$ cat config.mk
export PLATFORM = sky130hd
export DESIGN_NAME = mvma_ctrl
export DESIGN_NICKNAME = d
export VERILOG_FILES = /design/src/rtl/core/mvma_pkg.sv /design/src/rtl/core/mvma_ctrl.sv
export SDC_FILE = /design/constraint.sdc
export NUM_CORES = 1
export LEC_CHECK = 0
export BUFFER_PORTS_ARGS = -buffer_cell sky130_fd_sc_hd__buf_2
export CORE_MARGIN = 2
export CORE_UTILIZATION = 30
export CTS_CLUSTER_DIAMETER = 100
export CTS_CLUSTER_SIZE = 10
export DETAILED_ROUTE_END_ITERATION = 16
export REMOVE_ABC_BUFFERS = 1
export SLEW_MARGIN = 15
export SYNTH_ARGS = -nofsm -noshare
export SYNTH_HDL_FRONTEND = slang
export SYNTH_SLANG_ARGS = --single-unit
$ cat constraint.sdc
create_clock -name clk -period 5.26 [get_ports clk]
set_clock_uncertainty 0.15 [all_clocks]
set_input_delay 0.526 -clock clk [delete_from_list [all_inputs] [get_ports clk]]
set_output_delay 0.526 -clock clk [all_outputs]
set_load 0.05 [all_outputs]
$ cat src/rtl/core/mvma_pkg.sv
package mvma_pkg;

  // Fixed field widths of the block's interface.
  localparam int IDX_W     = 6;   // row, column, position and result indexes
  localparam int CNT_W     = 7;   // row_count and col_count registers
  localparam int MODE_W    = 2;
  localparam int OP_W      = 2;
  localparam int CFG_IDX_W = 2;
  localparam int CFG_W     = 7;   // widest configuration register
  localparam int ACC_W     = 40;  // Q24.16 accumulator
  localparam int FRAC_BITS = 8;   // fraction bits of one Q8.8 element

  // Input opcodes.
  localparam logic [OP_W-1:0] OP_WR_MATRIX = 2'd0;
  localparam logic [OP_W-1:0] OP_WR_VECTOR = 2'd1;
  localparam logic [OP_W-1:0] OP_WR_BIAS   = 2'd2;
  localparam logic [OP_W-1:0] OP_COMPUTE   = 2'd3;

  // Modes. The remaining code behaves as MODE_MXV.
  localparam logic [MODE_W-1:0] MODE_MXV      = 2'd0;
  localparam logic [MODE_W-1:0] MODE_MXV_BIAS = 2'd1;
  localparam logic [MODE_W-1:0] MODE_VXM      = 2'd2;

  // Configuration register indexes.
  localparam logic [CFG_IDX_W-1:0] CFG_ROW_COUNT = 2'd0;
  localparam logic [CFG_IDX_W-1:0] CFG_COL_COUNT = 2'd1;
  localparam logic [CFG_IDX_W-1:0] CFG_MODE      = 2'd2;

  // Commands from the controller to the datapath.
  typedef struct packed {
    logic             wr_matrix;
    logic             wr_vector;
    logic             wr_bias;
    logic             issue;       // read one matrix/vector pair into the MAC pipe
    logic             clear_acc;   // start a new dot product
    logic             load_out;    // move the finished sum into the output register
    logic             last;        // final output element of this compute
    logic             transposed;  // vector times matrix
    logic             bias_en;     // add the bias element on load_out
    logic [IDX_W-1:0] outer;       // output element index
    logic [IDX_W-1:0] inner;       // term index within the dot product
  } cmd_t;

  // Status from the datapath to the controller.
  typedef struct packed {
    logic pipe_busy;  // terms still in flight through the MAC pipe
    logic out_free;   // the output register can take a new result this cycle
  } status_t;

endpackage

$ cat src/rtl/core/mvma_ctrl.sv
module mvma_ctrl #(
  parameter int MAX_DIM = 64
) (
  input  logic                            clk,
  input  logic                            rst,
  input  logic                            in_valid,
  input  logic [mvma_pkg::OP_W-1:0]       opcode,
  output logic                            in_stall,
  input  logic                            cfg_we,
  input  logic [mvma_pkg::CFG_IDX_W-1:0]  cfg_index,
  input  logic [mvma_pkg::CFG_W-1:0]      cfg_data,
  input  mvma_pkg::status_t               status,
  output mvma_pkg::cmd_t                  cmd
);

  localparam int IW = mvma_pkg::IDX_W;
  localparam int CW = mvma_pkg::CNT_W;
  localparam int MW = mvma_pkg::MODE_W;
  localparam logic [CW-1:0] DIM_MAX = CW'(MAX_DIM);

  typedef enum logic [2:0] {
    ST_IDLE  = 3'b001,
    ST_ISSUE = 3'b010,
    ST_DRAIN = 3'b100
  } state_t;

  state_t        state, state_next;
  logic [CW-1:0] row_count;
  logic [CW-1:0] col_count;
  logic [MW-1:0] mode;
  logic          transposed, transposed_next;
  logic          bias_en, bias_en_next;
  logic [IW-1:0] outer, outer_next;
  logic [IW-1:0] inner, inner_next;
  logic [IW-1:0] outer_last, outer_last_next;
  logic [IW-1:0] inner_last, inner_last_next;
  logic [IW-1:0] rows_m1;
  logic [IW-1:0] cols_m1;
  logic          mode_vxm;

  // Size in use minus one, with zero acting as one and oversize as MAX_DIM.
  function automatic logic [IW-1:0] dim_m1(input logic [CW-1:0] d);
    logic [CW-1:0] c;
    begin
      c = d;
      if (d == '0) begin
        c = CW'(1);
      end else if (d > DIM_MAX) begin
        c = DIM_MAX;
      end
      return IW'(c - CW'(1));
    end
  endfunction

  assign rows_m1  = dim_m1(row_count);
  assign cols_m1  = dim_m1(col_count);
  assign mode_vxm = (mode == mvma_pkg::MODE_VXM);

  always_comb begin
    state_next      = state;
    transposed_next = transposed;
    bias_en_next    = bias_en;
    outer_next      = outer;
    inner_next      = inner;
    outer_last_next = outer_last;
    inner_last_next = inner_last;
    in_stall        = (state != ST_IDLE);
    cmd             = '0;
    cmd.outer       = outer;
    cmd.inner       = inner;
    cmd.transposed  = transposed;
    cmd.bias_en     = bias_en;
    unique case (state)
      ST_IDLE: begin
        if (in_valid) begin
          case (opcode)
            mvma_pkg::OP_WR_MATRIX: cmd.wr_matrix = 1'b1;
            mvma_pkg::OP_WR_VECTOR: cmd.wr_vector = 1'b1;
            mvma_pkg::OP_WR_BIAS:   cmd.wr_bias   = 1'b1;
            default: begin
              cmd.clear_acc   = 1'b1;
              transposed_next = mode_vxm;
              bias_en_next    = (mode == mvma_pkg::MODE_MXV_BIAS);
              outer_last_next = mode_vxm ? cols_m1 : rows_m1;
              inner_last_next = mode_vxm ? rows_m1 : cols_m1;
              outer_next      = '0;
              inner_next      = '0;
              state_next      = ST_ISSUE;
            end
          endcase
        end
      end
      ST_ISSUE: begin
        cmd.issue  = 1'b1;
        inner_next = inner + IW'(1);
        if (inner == inner_last) begin
          inner_next = '0;
          state_next = ST_DRAIN;
        end
      end
      ST_DRAIN: begin
        if (!status.pipe_busy && status.out_free) begin
          cmd.load_out = 1'b1;
          cmd.last     = (outer == outer_last);
          if (outer == outer_last) begin
            state_next = ST_IDLE;
          end else begin
            cmd.clear_acc = 1'b1;
            outer_next    = outer + IW'(1);
            state_next    = ST_ISSUE;
          end
        end
      end
      default: begin
        state_next = ST_IDLE;
      end
    endcase
  end

  always_ff @(posedge clk) begin
    if (rst) begin
      state     <= ST_IDLE;
      row_count <= CW'(1);
      col_count <= CW'(1);
      mode      <= mvma_pkg::MODE_MXV;
    end else begin
      state <= state_next;
      if (cfg_we) begin
        unique case (cfg_index)
          mvma_pkg::CFG_ROW_COUNT: row_count <= cfg_data[CW-1:0];
          mvma_pkg::CFG_COL_COUNT: col_count <= cfg_data[CW-1:0];
          mvma_pkg::CFG_MODE:      mode      <= cfg_data[MW-1:0];
          default: ;
        endcase
      end
    end
  end

  always_ff @(posedge clk) begin
    transposed <= transposed_next;
    bias_en    <= bias_en_next;
    outer      <= outer_next;
    inner      <= inner_next;
    outer_last <= outer_last_next;
    inner_last <= inner_last_next;
  end

endmodule

==> results of run 1 <==
report_power, final:
part,internal (mW),total [mW],switching [mW]
registers,0.396,0.415,0.0199
clock network,0.143,0.261,0.119
logic,0.0519,0.152,0.0997
state kept, by name, summed over array words and instances (netlist names):
register	flops
col_count	7
row_count	7
inner	6
inner_last	6
outer	6
outer_last	6
state	3
mode	2
bias_en	1
transposed	1
worst paths after layout:
check	slack, ps	depth (start not counted)	end	from
min reg2reg	390	2	row_count[5]	row_count[5]
min	330	3	col_count[5]	cfg_data[5]
max	2320	5	cmd[16]	state[0]
max reg2reg	2930	4	outer[2]	state[0]
kinds of logic (layout without fill, tap and decap cells):
kind of cell             count (synthesis)  in the layout  synth area share, %
multiplexers                            24             24                 10.6
XOR/XNOR                                23             23                 8.69
flip-flops                              45             45                 50.1
AO/OA/AOI/OAI                           25             25                 6.69
buffers and inverters                   16             54                 3.08
adder cells (fa/ha/maj)                  4              4                 2.16
AND/OR/NAND/NOR                         85             85                 18.7
metrics by stage:
step                      instances  setup slack, ps  util (%)  area, um2  hold slack (ps)
final                           362             2320      35.7       2710              330
after global placement          354             2770      34.2       2600              353
after CTS                       362             2330      35.7       2710              321
after global routing            362             2150      35.7       2710              325
after floorplan                 212             2200         -       2270              329
after detailed placement        354             2670      34.2       2600              378
layout by cell type (no fill, tap or decap), types with 3 or more instances in the layout:
cell | Yosys | final
o21ai_0 | 7 | 7
mux2_2 | 4 | 4
edfxtp_1 | 26 | 26
xnor2_1 | 7 | 7
inv_1 | 6 | 6
mux2i_1 | 20 | 20
nor4_1 | 3 | 3
nor2b_1 | 6 | 6
dfxtp_1 | 19 | 19
a21o_1 | 4 | 4
nand2b_1 | 7 | 7
a21oi_1 | 8 | 8
nor2_1 | 35 | 35
buf_2 | 3 | 38
xor2_1 | 16 | 16
nand2_1 | 5 | 5
clkbuf_8 | 0 | 5
ha_1 | 4 | 4
nor3_1 | 7 | 7
nand3_1 | 7 | 7
nor3b_1 | 6 | 6
area by class of cell:
type                    instances  area share, %
repair buffers                 40           7.56
multi-input cells             161           40.0
well taps                     102           4.70
inverters                       6          0.830
clock buffers                   6           2.67
flip-flops and latches         45           42.8
clock inverters                 2           1.43
routing by layer:
metal  wire (um)  up-vias  share of wire, %
met2        1930       34                43
met4          50        0               1.1
met1        2330      767                52
met3         197        5               4.4
met5           0        -                 0
li1            -      859                 -
worst max-delay path, delay by kind of cell, from the launching register on:
kind | cells | cell delay [ps]
buf+inv | 2 | 760
compound gates | 1 | 140
flops | 1 | 390
simple gates | 2 | 670
==> out/metrics.yaml, run 1 <==
synthesis:
  yosysSeqAreaShare_pct: 50.1
  netlist_area_mm2: 0.00232
  synth_top_cell_by_area: "edfxtp_1"
  avgSynthCellArea_um2: 10.4
  yosysWarnings: 0
  synthArstFlopShare_pct: 0
  syn_inst: 222
  synth_commonest_cells: "nor2_1, edfxtp_1, mux2i_1"
  synth_flop_cell: "edfxtp_1"
  synth_top_area_share_pct: 33.7
  synthTopCellsByArea: "edfxtp_1, dfxtp_1, mux2i_1"
  synthDistinctLibCells: 36
  synth_edf_count: 26
  yosysMostFrequentCell: "nor2_1"
  ys_ff_latch: 45
global_route:
  antenna_found_initial: 0
  grt_usage_pct: 11.0
  top_usage_layer: "met2"
  grt_pass1_wl_um: 7410
  overflow: 0
  grt_pass1_vias: 1553
  grt_max_degree: 19
  grtUsageMet1_pct: 15.4
  grt_use_met3_pct: 2.79
  grtUsageMet2_pct: 16.9
clock_network:
  ctsHoldBuffers: 0
  clk_transition_reported_paths_ps: 90
  cts_setup_buffers: 0
  cts_made_buffers: 5
  ctsResizeCount: 0
  insertion_delay_ps: 300
  numClockSinks: 45
  clk_path_buf_depth: 2
  cts_root_buffer: "clkbuf_8"
  htreeDepth: 2
  cts_tree: "built"
layout:
  diodes: 0
  multi_input_area_mm2: 0.00109
  nets: 280
  seq_area_mm2: 0.00116
  syn2layout_area_growth_pct: 17.1
  drive_gt1_share_pct: 20.8
  nFillCells: 796
power:
  leakagePower_nw: 1.13
  max-vdd-ir-drop_mv: 0.140
  power_density_mw_per_mm2: 305
  p_total_mw: 0.828
floorplan:
  rows: 32
  ios: 39
  coreArea_mm2: 0.00761
  die_w_um: 91.9
  die_h_um: 91.9
  die-area_mm2: 0.00845
  start_util_pct: 30.5
timing:
  rsz0062_at_grt: "no"
  period_minus_slack_ps: 2940
  fin_crit_sh_pct: 56.0
  drv_slew: 0
  setup_viol: 0
  setup_tns_ps: 0
  slew_headroom_pct: 58.1
  hold_viol: 0
  worstMarginPinSlew_ps: 628
  fmax_ghz: 0.340
critical_path:
  slowest_delay_ps: 510
  start_kind: "flip-flop"
  end_kind: "output pin"
  cp_max_fo: 16
  cp_slowest_cell: "inv_1"
  crit_chain: "nor3b_1 -> nand4_1 -> inv_1 -> a21o_1 -> buf_2"
  required_ps: 4580
  critical_path_class: "flip-flop to output pin"
  critical_path_arrival_ps: 2270
routing:
  first_iter_violations: 37
  routed_wl_um: 4510
  via_per_inst: 4.60
  drtAntennaViolNets: 0
  drc: 0
  wl_per_cell_um: 12.5
  vias: 1665
  dr.pass1.iters: 4
place:
  portBuffers: 38
  hpwlAfterDp_um: 3360
  gp_congestion: 0.773
outcome:
  outcome: "finished clean"
job:
  drv_cap: 0
hold_path:
  hold_class: "input port to flip-flop"
Power figures use the tool's default switching activity.
==> inputs of run 2 (changes only) <==
--- a/config.mk
+++ b/config.mk
@@ -5,6 +5,7 @@
 export SDC_FILE = /design/constraint.sdc
 export NUM_CORES = 1
 export LEC_CHECK = 0
+export ABC_AREA = 1
 export BUFFER_PORTS_ARGS = -buffer_cell sky130_fd_sc_hd__buf_2
 export CORE_MARGIN = 2
 export CORE_UTILIZATION = 30
==> constraint.sdc (replaced) <==
create_clock -name clk -period 3.1 [get_ports clk]
set_clock_uncertainty 0.15 [all_clocks]
set_input_delay 0.31 -clock clk [delete_from_list [all_inputs] [get_ports clk]]
set_output_delay 0.31 -clock clk [all_outputs]
set_load 0.05 [all_outputs]
==> out/metrics.yaml, run 2 <==
place:
  place_ws_ps: 1180  # -1490 ps
  placed_area_mm2: 0.00281  # +8.0%
  portBuffers: 38  # unchanged
  place_inst: 455  # +29%
  hpwlAfterDp_um: 4090  # +22%
  gp_congestion: 0.839  # +8.5%
clock_network:
  cts_setup_buffers: 0  # unchanged
  cts_root_buffer: "clkbuf_8"
  cts_made_buffers: 5  # unchanged
  insertion_delay_ps: 300  # about the same
  numClockSinks: 45  # unchanged
  cts_tree: "built"
  clk_transition_reported_paths_ps: 90  # about the same
  ctsHoldBuffers: 0  # unchanged
  clk_path_buf_depth: 2  # unchanged
  ctsResizeCount: 0  # unchanged
  htreeDepth: 2  # unchanged
layout:
  stdcell_area_mm2: 0.00290  # +6.8%
  layout_common_cells: "nand2_1, nor2_1, buf_2"
  diodes: 0  # unchanged
  final_common_cell: "nand2_1"
  nets: 378  # +35%
  finalNonFillerCells: 463  # +28%
  finalCoreUtilization_pct: 35.6  # about the same
  syn2layout_area_growth_pct: 15.8
  largestRegisters: "col_count: 7 flops, row_count: 7 flops"
  drive_gt1_share_pct: 18.7  # -2.1 points
global_route:
  grt_pass1_wl_um: 8650  # +17%
  grt_max_degree: 17  # -2
  overflow: 0  # unchanged
  grt_pass1_vias: 2005  # +29%
  grt_usage_pct: 12.2  # +1.2 points
  antenna_found_initial: 0  # unchanged
synthesis:
  yosysWarnings: 0  # unchanged
  yosysSeqAreaShare_pct: 46.4  # -3.7 points
  synthDistinctLibCells: 37  # +2.8%
  avgSynthCellArea_um2: 7.95  # -24%
  synth_top_cell_by_area: "edfxtp_1"
  synth_flop_cell: "edfxtp_1"
  synth_edf_count: 26  # unchanged
  synth_commonest_cells: "nand2_1, nor2_1, inv_1"
  yosysMostFrequentCell: "nand2_1"
  syn_inst: 315  # +42%
  netlist_area_mm2: 0.00250  # +8.0%
  synth_top_area_share_pct: 31.2  # -2.5 points
  ys_ff_latch: 45  # unchanged
  synthTopCellsByArea: "edfxtp_1, dfxtp_1, nand2_1"
  synthArstFlopShare_pct: 0  # unchanged
routing:
  drtAntennaViolNets: 0  # unchanged
  dr.pass1.iters: 4  # unchanged
  wl_per_cell_um: 11.2  # -10%
  via_per_inst: 4.52  # -1.7%
  first_iter_violations: 111  # +200%
  drc: 0  # unchanged
  routed_wl_um: 5190  # +15%
  vias: 2094  # +26%
timing:
  drv_slew: 0  # unchanged
  setup_tns_ps: 0  # unchanged
  slew_headroom_pct: 42.1  # -16 points
  fmax_ghz: 0.474
  worstMarginPinSlew_ps: 860  # +232 ps
  holdWs_ps: 80.0  # -250 ps
  setup_viol: 0  # unchanged
  period_minus_slack_ps: 2110
  fin_crit_sh_pct: 68.1
  hold_viol: 0  # unchanged
  setup_slack_ps: 989  # -1330 ps
  rsz0062_at_grt: "no"
floorplan:
  die-area_mm2: 0.00909  # +7.6%
  ios: 39  # unchanged
  coreArea_mm2: 0.00813  # +6.9%
  rows: 33  # +3.1%
  start_util_pct: 30.8  # +0.30 points
  die_h_um: 95.4  # +3.7%
  die_w_um: 95.4  # +3.7%
critical_path:
  r2r_cells: 2  # -2
  r2r-start: "state[2]"
  cp_slowest_cell: "edfxtp_1"
  critical_path_depth: 5  # unchanged
  critical_path_arrival_ps: 1650  # -620 ps
  rrSetupSlack_ps: 1220  # -1710 ps
  cp_max_fo: 5  # -11
  end_kind: "output pin"
  crit_start: "outer[5]"
  r2r-end: "inner[2]"
  start_kind: "flip-flop"
  crit_chain: "or2_1 -> a21oi_1 -> nand3_1 -> nor2_1 -> buf_2"
  crit_end: "cmd[14]"
  critPathBufInv: 1  # -1
  slowest_delay_ps: 450  # -60 ps
  required_ps: 2640  # -1940 ps
  critical_path_class: "flip-flop to output pin"
  crit_family: "simple AND/OR/NAND/NOR gates"
power:
  leakagePower_nw: 1.30  # +16%
  power_density_mw_per_mm2: 564  # +85%
  max-vdd-ir-drop_mv: 0.245  # +75%
  p_total_mw: 1.63  # +97%
job:
  drv_cap: 0  # unchanged
outcome:
  outcome: "finished clean"
hold_path:
  hold_class: "input port to flip-flop"
==> run 2: changes by cell type after synthesis, moves of 5 or more <==
cell,delta
nand2_1,+58
nand3_1,+15
mux2i_1,-20
nand2b_1,-7
o21ai_0,+18
nor2b_1,-6
xor2_1,-10
nor2_1,+22
inv_2,+5
inv_1,+28
nor3_1,-6
==> run 2: cells by family after synthesis <==
family	Yosys count	synth area share [%]
compound gates	41	8.70
xor+xnor	12	4.20
fa+ha+maj	4	2.00
buf+inv	45	7.20
flops	45	46.4
simple gates	168	31.5
==> run 2: worst min-delay path by stage <==
| stage | from | end | slack, ps | cells after the start |
|---|---|---|---|---|
| 2_1_floorplan | rst | state[1] | 220 | 1 |
| 3_3_place_gp | mode[0] | mode[0] | 310 | 2 |
| 3_5_place_dp | mode[0] | mode[0] | 320 | 2 |
| 4_1_cts | rst | state[1] | 70 | 2 |
| 5_1_grt | rst | state[1] | 70 | 2 |
| 6_report | rst | state[1] | 80 | 2 |
==> run 2: layer usage <==
| metal | GRT usage, % | wire [um] | vias to the layer above |
|---|---|---|---|
| met1 | 15.3 | 2510 | 932 |
| met4 | 3.62 | 34 | 0 |
| met5 | 0 | 0 | - |
| met3 | 2.92 | 244 | 2 |
| li1 | - | - | 1115 |
| met2 | 20.7 | 2400 | 45 |
==> run 2: area by class of cell <==
type | instances | area [um2]
Timing Repair Buffer | 40 | 205
Clock inverter | 2 | 15.0
Inverter | 40 | 151
Fill cell | 865 | 5240
Clock buffer | 6 | 72.6
Tap cell | 105 | 131
Sequential cell | 45 | 1160
Multi-Input combinational cell | 225 | 1160
==> run 2: report_power, final <==
part / leakage, nW / internal, mW / total, mW / switching, mW
registers: 0.401 / 0.707 / 0.765 / 0.0578
clock network: 0.0374 / 0.159 / 0.363 / 0.203
logic: 0.862 / 0.140 / 0.507 / 0.367
total: 1.30 / 1.01 / 1.63 / 0.628
==> inputs of run 3 (changes only) <==
--- a/config.mk
+++ b/config.mk
@@ -5,7 +5,7 @@
 export SDC_FILE = /design/constraint.sdc
 export NUM_CORES = 1
 export LEC_CHECK = 0
-export ABC_AREA = 1
+export ABC_AREA = 0
 export BUFFER_PORTS_ARGS = -buffer_cell sky130_fd_sc_hd__buf_2
 export CORE_MARGIN = 2
 export CORE_UTILIZATION = 30
==> constraint.sdc (replaced) <==
create_clock -name clk -period 1.9 [get_ports clk]
set_clock_uncertainty 0.15 [all_clocks]
set_input_delay 0.19 -clock clk [delete_from_list [all_inputs] [get_ports clk]]
set_output_delay 0.19 -clock clk [all_outputs]
set_load 0.05 [all_outputs]
==> out/metrics.yaml, run 3 (synthesis gave the netlist of run 1 again) <==
layout:
  nFillCells: 776  # -10%
  largestRegisters: "col_count: 7 flops, row_count: 7 flops"
  final_common_cell: "buf_4"
  diodes: 0  # unchanged
  stdcell_area_mm2: 0.00314  # +8.4%
  finalNonFillerCells: 398  # -14%
  syn2layout_area_growth_pct: 35.6
  nets: 316  # -16%
  drive_gt1_share_pct: 37.8  # +19 points
  layout_common_cells: "buf_4, nor2_1, buf_2"
critical_path:
  crit_chain: "xor2_1 -> nor4_2 -> nand2_1 -> nor3_2 -> buf_6"
  end_kind: "output pin"
  crit_family: "simple AND/OR/NAND/NOR gates"
  critical_path_arrival_ps: 1730  # +80 ps
  critical_path_class: "flip-flop to output pin"
  required_ps: 1560  # -1080 ps
  critical_path_depth: 5  # unchanged
  cp_max_fo: 3  # -2
  critPathBufInv: 1  # unchanged
  cp_slowest_cell: "edfxtp_1"
  slowest_delay_ps: 440  # about the same
  r2r_cells: 8  # +6
  start_kind: "flip-flop"
place:
  place_inst: 379  # -17%
  hpwlAfterDp_um: 3570  # -13%
  portBuffers: 38  # unchanged
  gp_congestion: 0.767  # -8.7%
  placed_area_mm2: 0.00279  # -0.76%
outcome:
  outcome: "complete, but fails checks"
  violations: "setup timing"
clock_network:
  cts_tree: "built"
  clk_transition_reported_paths_ps: 80  # about the same
  insertion_delay_ps: 290  # about the same
  htreeDepth: 2  # unchanged
  cts_made_buffers: 5  # unchanged
  cts_root_buffer: "clkbuf_8"
  numClockSinks: 45  # unchanged
  clk_path_buf_depth: 2  # unchanged
routing:
  via_per_inst: 4.56  # +0.89%
  drtAntennaViolNets: 0  # unchanged
  routed_wl_um: 4910  # -5.4%
  wl_per_cell_um: 12.3  # +10%
  vias: 1816  # -13%
  first_iter_violations: 106  # -4.5%
  dr.pass1.iters: 4  # unchanged
  drc: 0  # unchanged
timing:
  setup_viol: 2  # +2
  setup_slack_ps: -175  # -1160 ps
  hold_viol: 0  # unchanged
  setup_tns_ps: -340  # -340 ps
  holdWs_ps: 11.1  # -68.9 ps
  rsz0062_at_grt: "yes"
  period_minus_slack_ps: 2070
  fin_crit_sh_pct: 109
  fmax_ghz: 0.482
  slew_headroom_pct: 69.1  # +27 points
  drv_slew: 0  # unchanged
  worstMarginPinSlew_ps: 462  # -398 ps
floorplan:
  die_w_um: 91.9  # -3.6%
  die-area_mm2: 0.00845  # -7.1%
  rows: 32  # -3.0%
  coreArea_mm2: 0.00761  # -6.5%
  ios: 39  # unchanged
  die_h_um: 91.9  # -3.6%
  start_util_pct: 30.5  # -0.30 points
power:
  power_density_mw_per_mm2: 728  # +29%
  max-vdd-ir-drop_mv: 0.299  # +22%
  leakagePower_nw: 1.33  # +2.1%
global_route:
  overflow: 0  # unchanged
  grt_pass1_wl_um: 7940  # -8.2%
  grt_pass1_vias: 1748  # -13%
  antenna_found_initial: 0  # unchanged
  grt_usage_pct: 11.7  # -0.47 points
  grt_max_degree: 19  # +2
job:
  drv_cap: 0  # unchanged
hold_path:
  holdPathStages: 3  # +1
  hold_class: "input port to flip-flop"
[run 3: changes by cell type in the layout (fill, tap and decap cells not counted), sizes merged, moves of 4 or more]
cell	change
nand3	-16
o21ai	-20
mux2	+4
nor2b	+5
buf	+32
a21o	+4
nor2	-26
nand4	-4
nand2b	+7
xor2	+10
nand2	-60
mux2i	+20
inv	-33
nor3b	+4
[run 3: where the power goes]
group | switching (mW) | leakage, nW | internal (mW) | total, mW
Clock | 0.314 | 0.0455 | 0.297 | 0.611
Sequential | 0.0447 | 0.401 | 1.10 | 1.14
Combinational | 0.312 | 0.883 | 0.224 | 0.536
[run 3: routing by layer]
layer | vias to the layer above | global-route usage, % | wire length (um)
li1 | 926 | - | -
met1 | 845 | 15.8 | 2380
met2 | 42 | 18.8 | 2310
met3 | 3 | 2.79 | 192
met4 | 0 | 3.36 | 27
met5 | - | 0 | 0
[run 3: final timing paths]
kind,endpoint,slack [ps],start
max,cmd[14],-170,outer[4]
max reg2reg,outer_last[4],10,row_count[1]
min,row_count[4],10,cfg_data[4]
min reg2reg,mode[1],380,mode[1]
[run 3: what timing repair did]
action,in CTS,in global routing
resized for setup,17,34
endpoints found under the setup margin,8,13
hold buffers,3,0
buffers inserted,3,5
pin swaps,9,11
endpoints found under the hold margin,5,0
[run 3: worst register-to-register path, cell delays in order, from the launching register on]
cell     delay [ps]
dfxtp_2         340
nor4_4          300
a21oi_2         100
nor2_2          120
inv_2            60
ha_4            160
o21ai_1          60
o21ai_1          90
mux2_4          270
[run 3: cell type report]
class	instances	area, um2	share of cell area [%]
well taps	102	128	4.06
clock buffers	8	90.1	2.87
multi-input cells	161	1210	38.5
flip-flops and latches	45	1170	37.3
inverters	6	22.5	0.717
repair buffers	76	523	16.6
[run 3: per-stage QoR]
stage / power [mW] / utilization (%) / worst slack, ps
5_1_grt: 2.40 / 41.3 / -293
3_5_place_dp: 1.64 / 36.7 / -208
6_report: 2.29 / 41.3 / -175
4_1_cts: 2.27 / 39.2 / -135
2_1_floorplan: 1.48 / - / -822
3_3_place_gp: 1.63 / 36.7 / -130
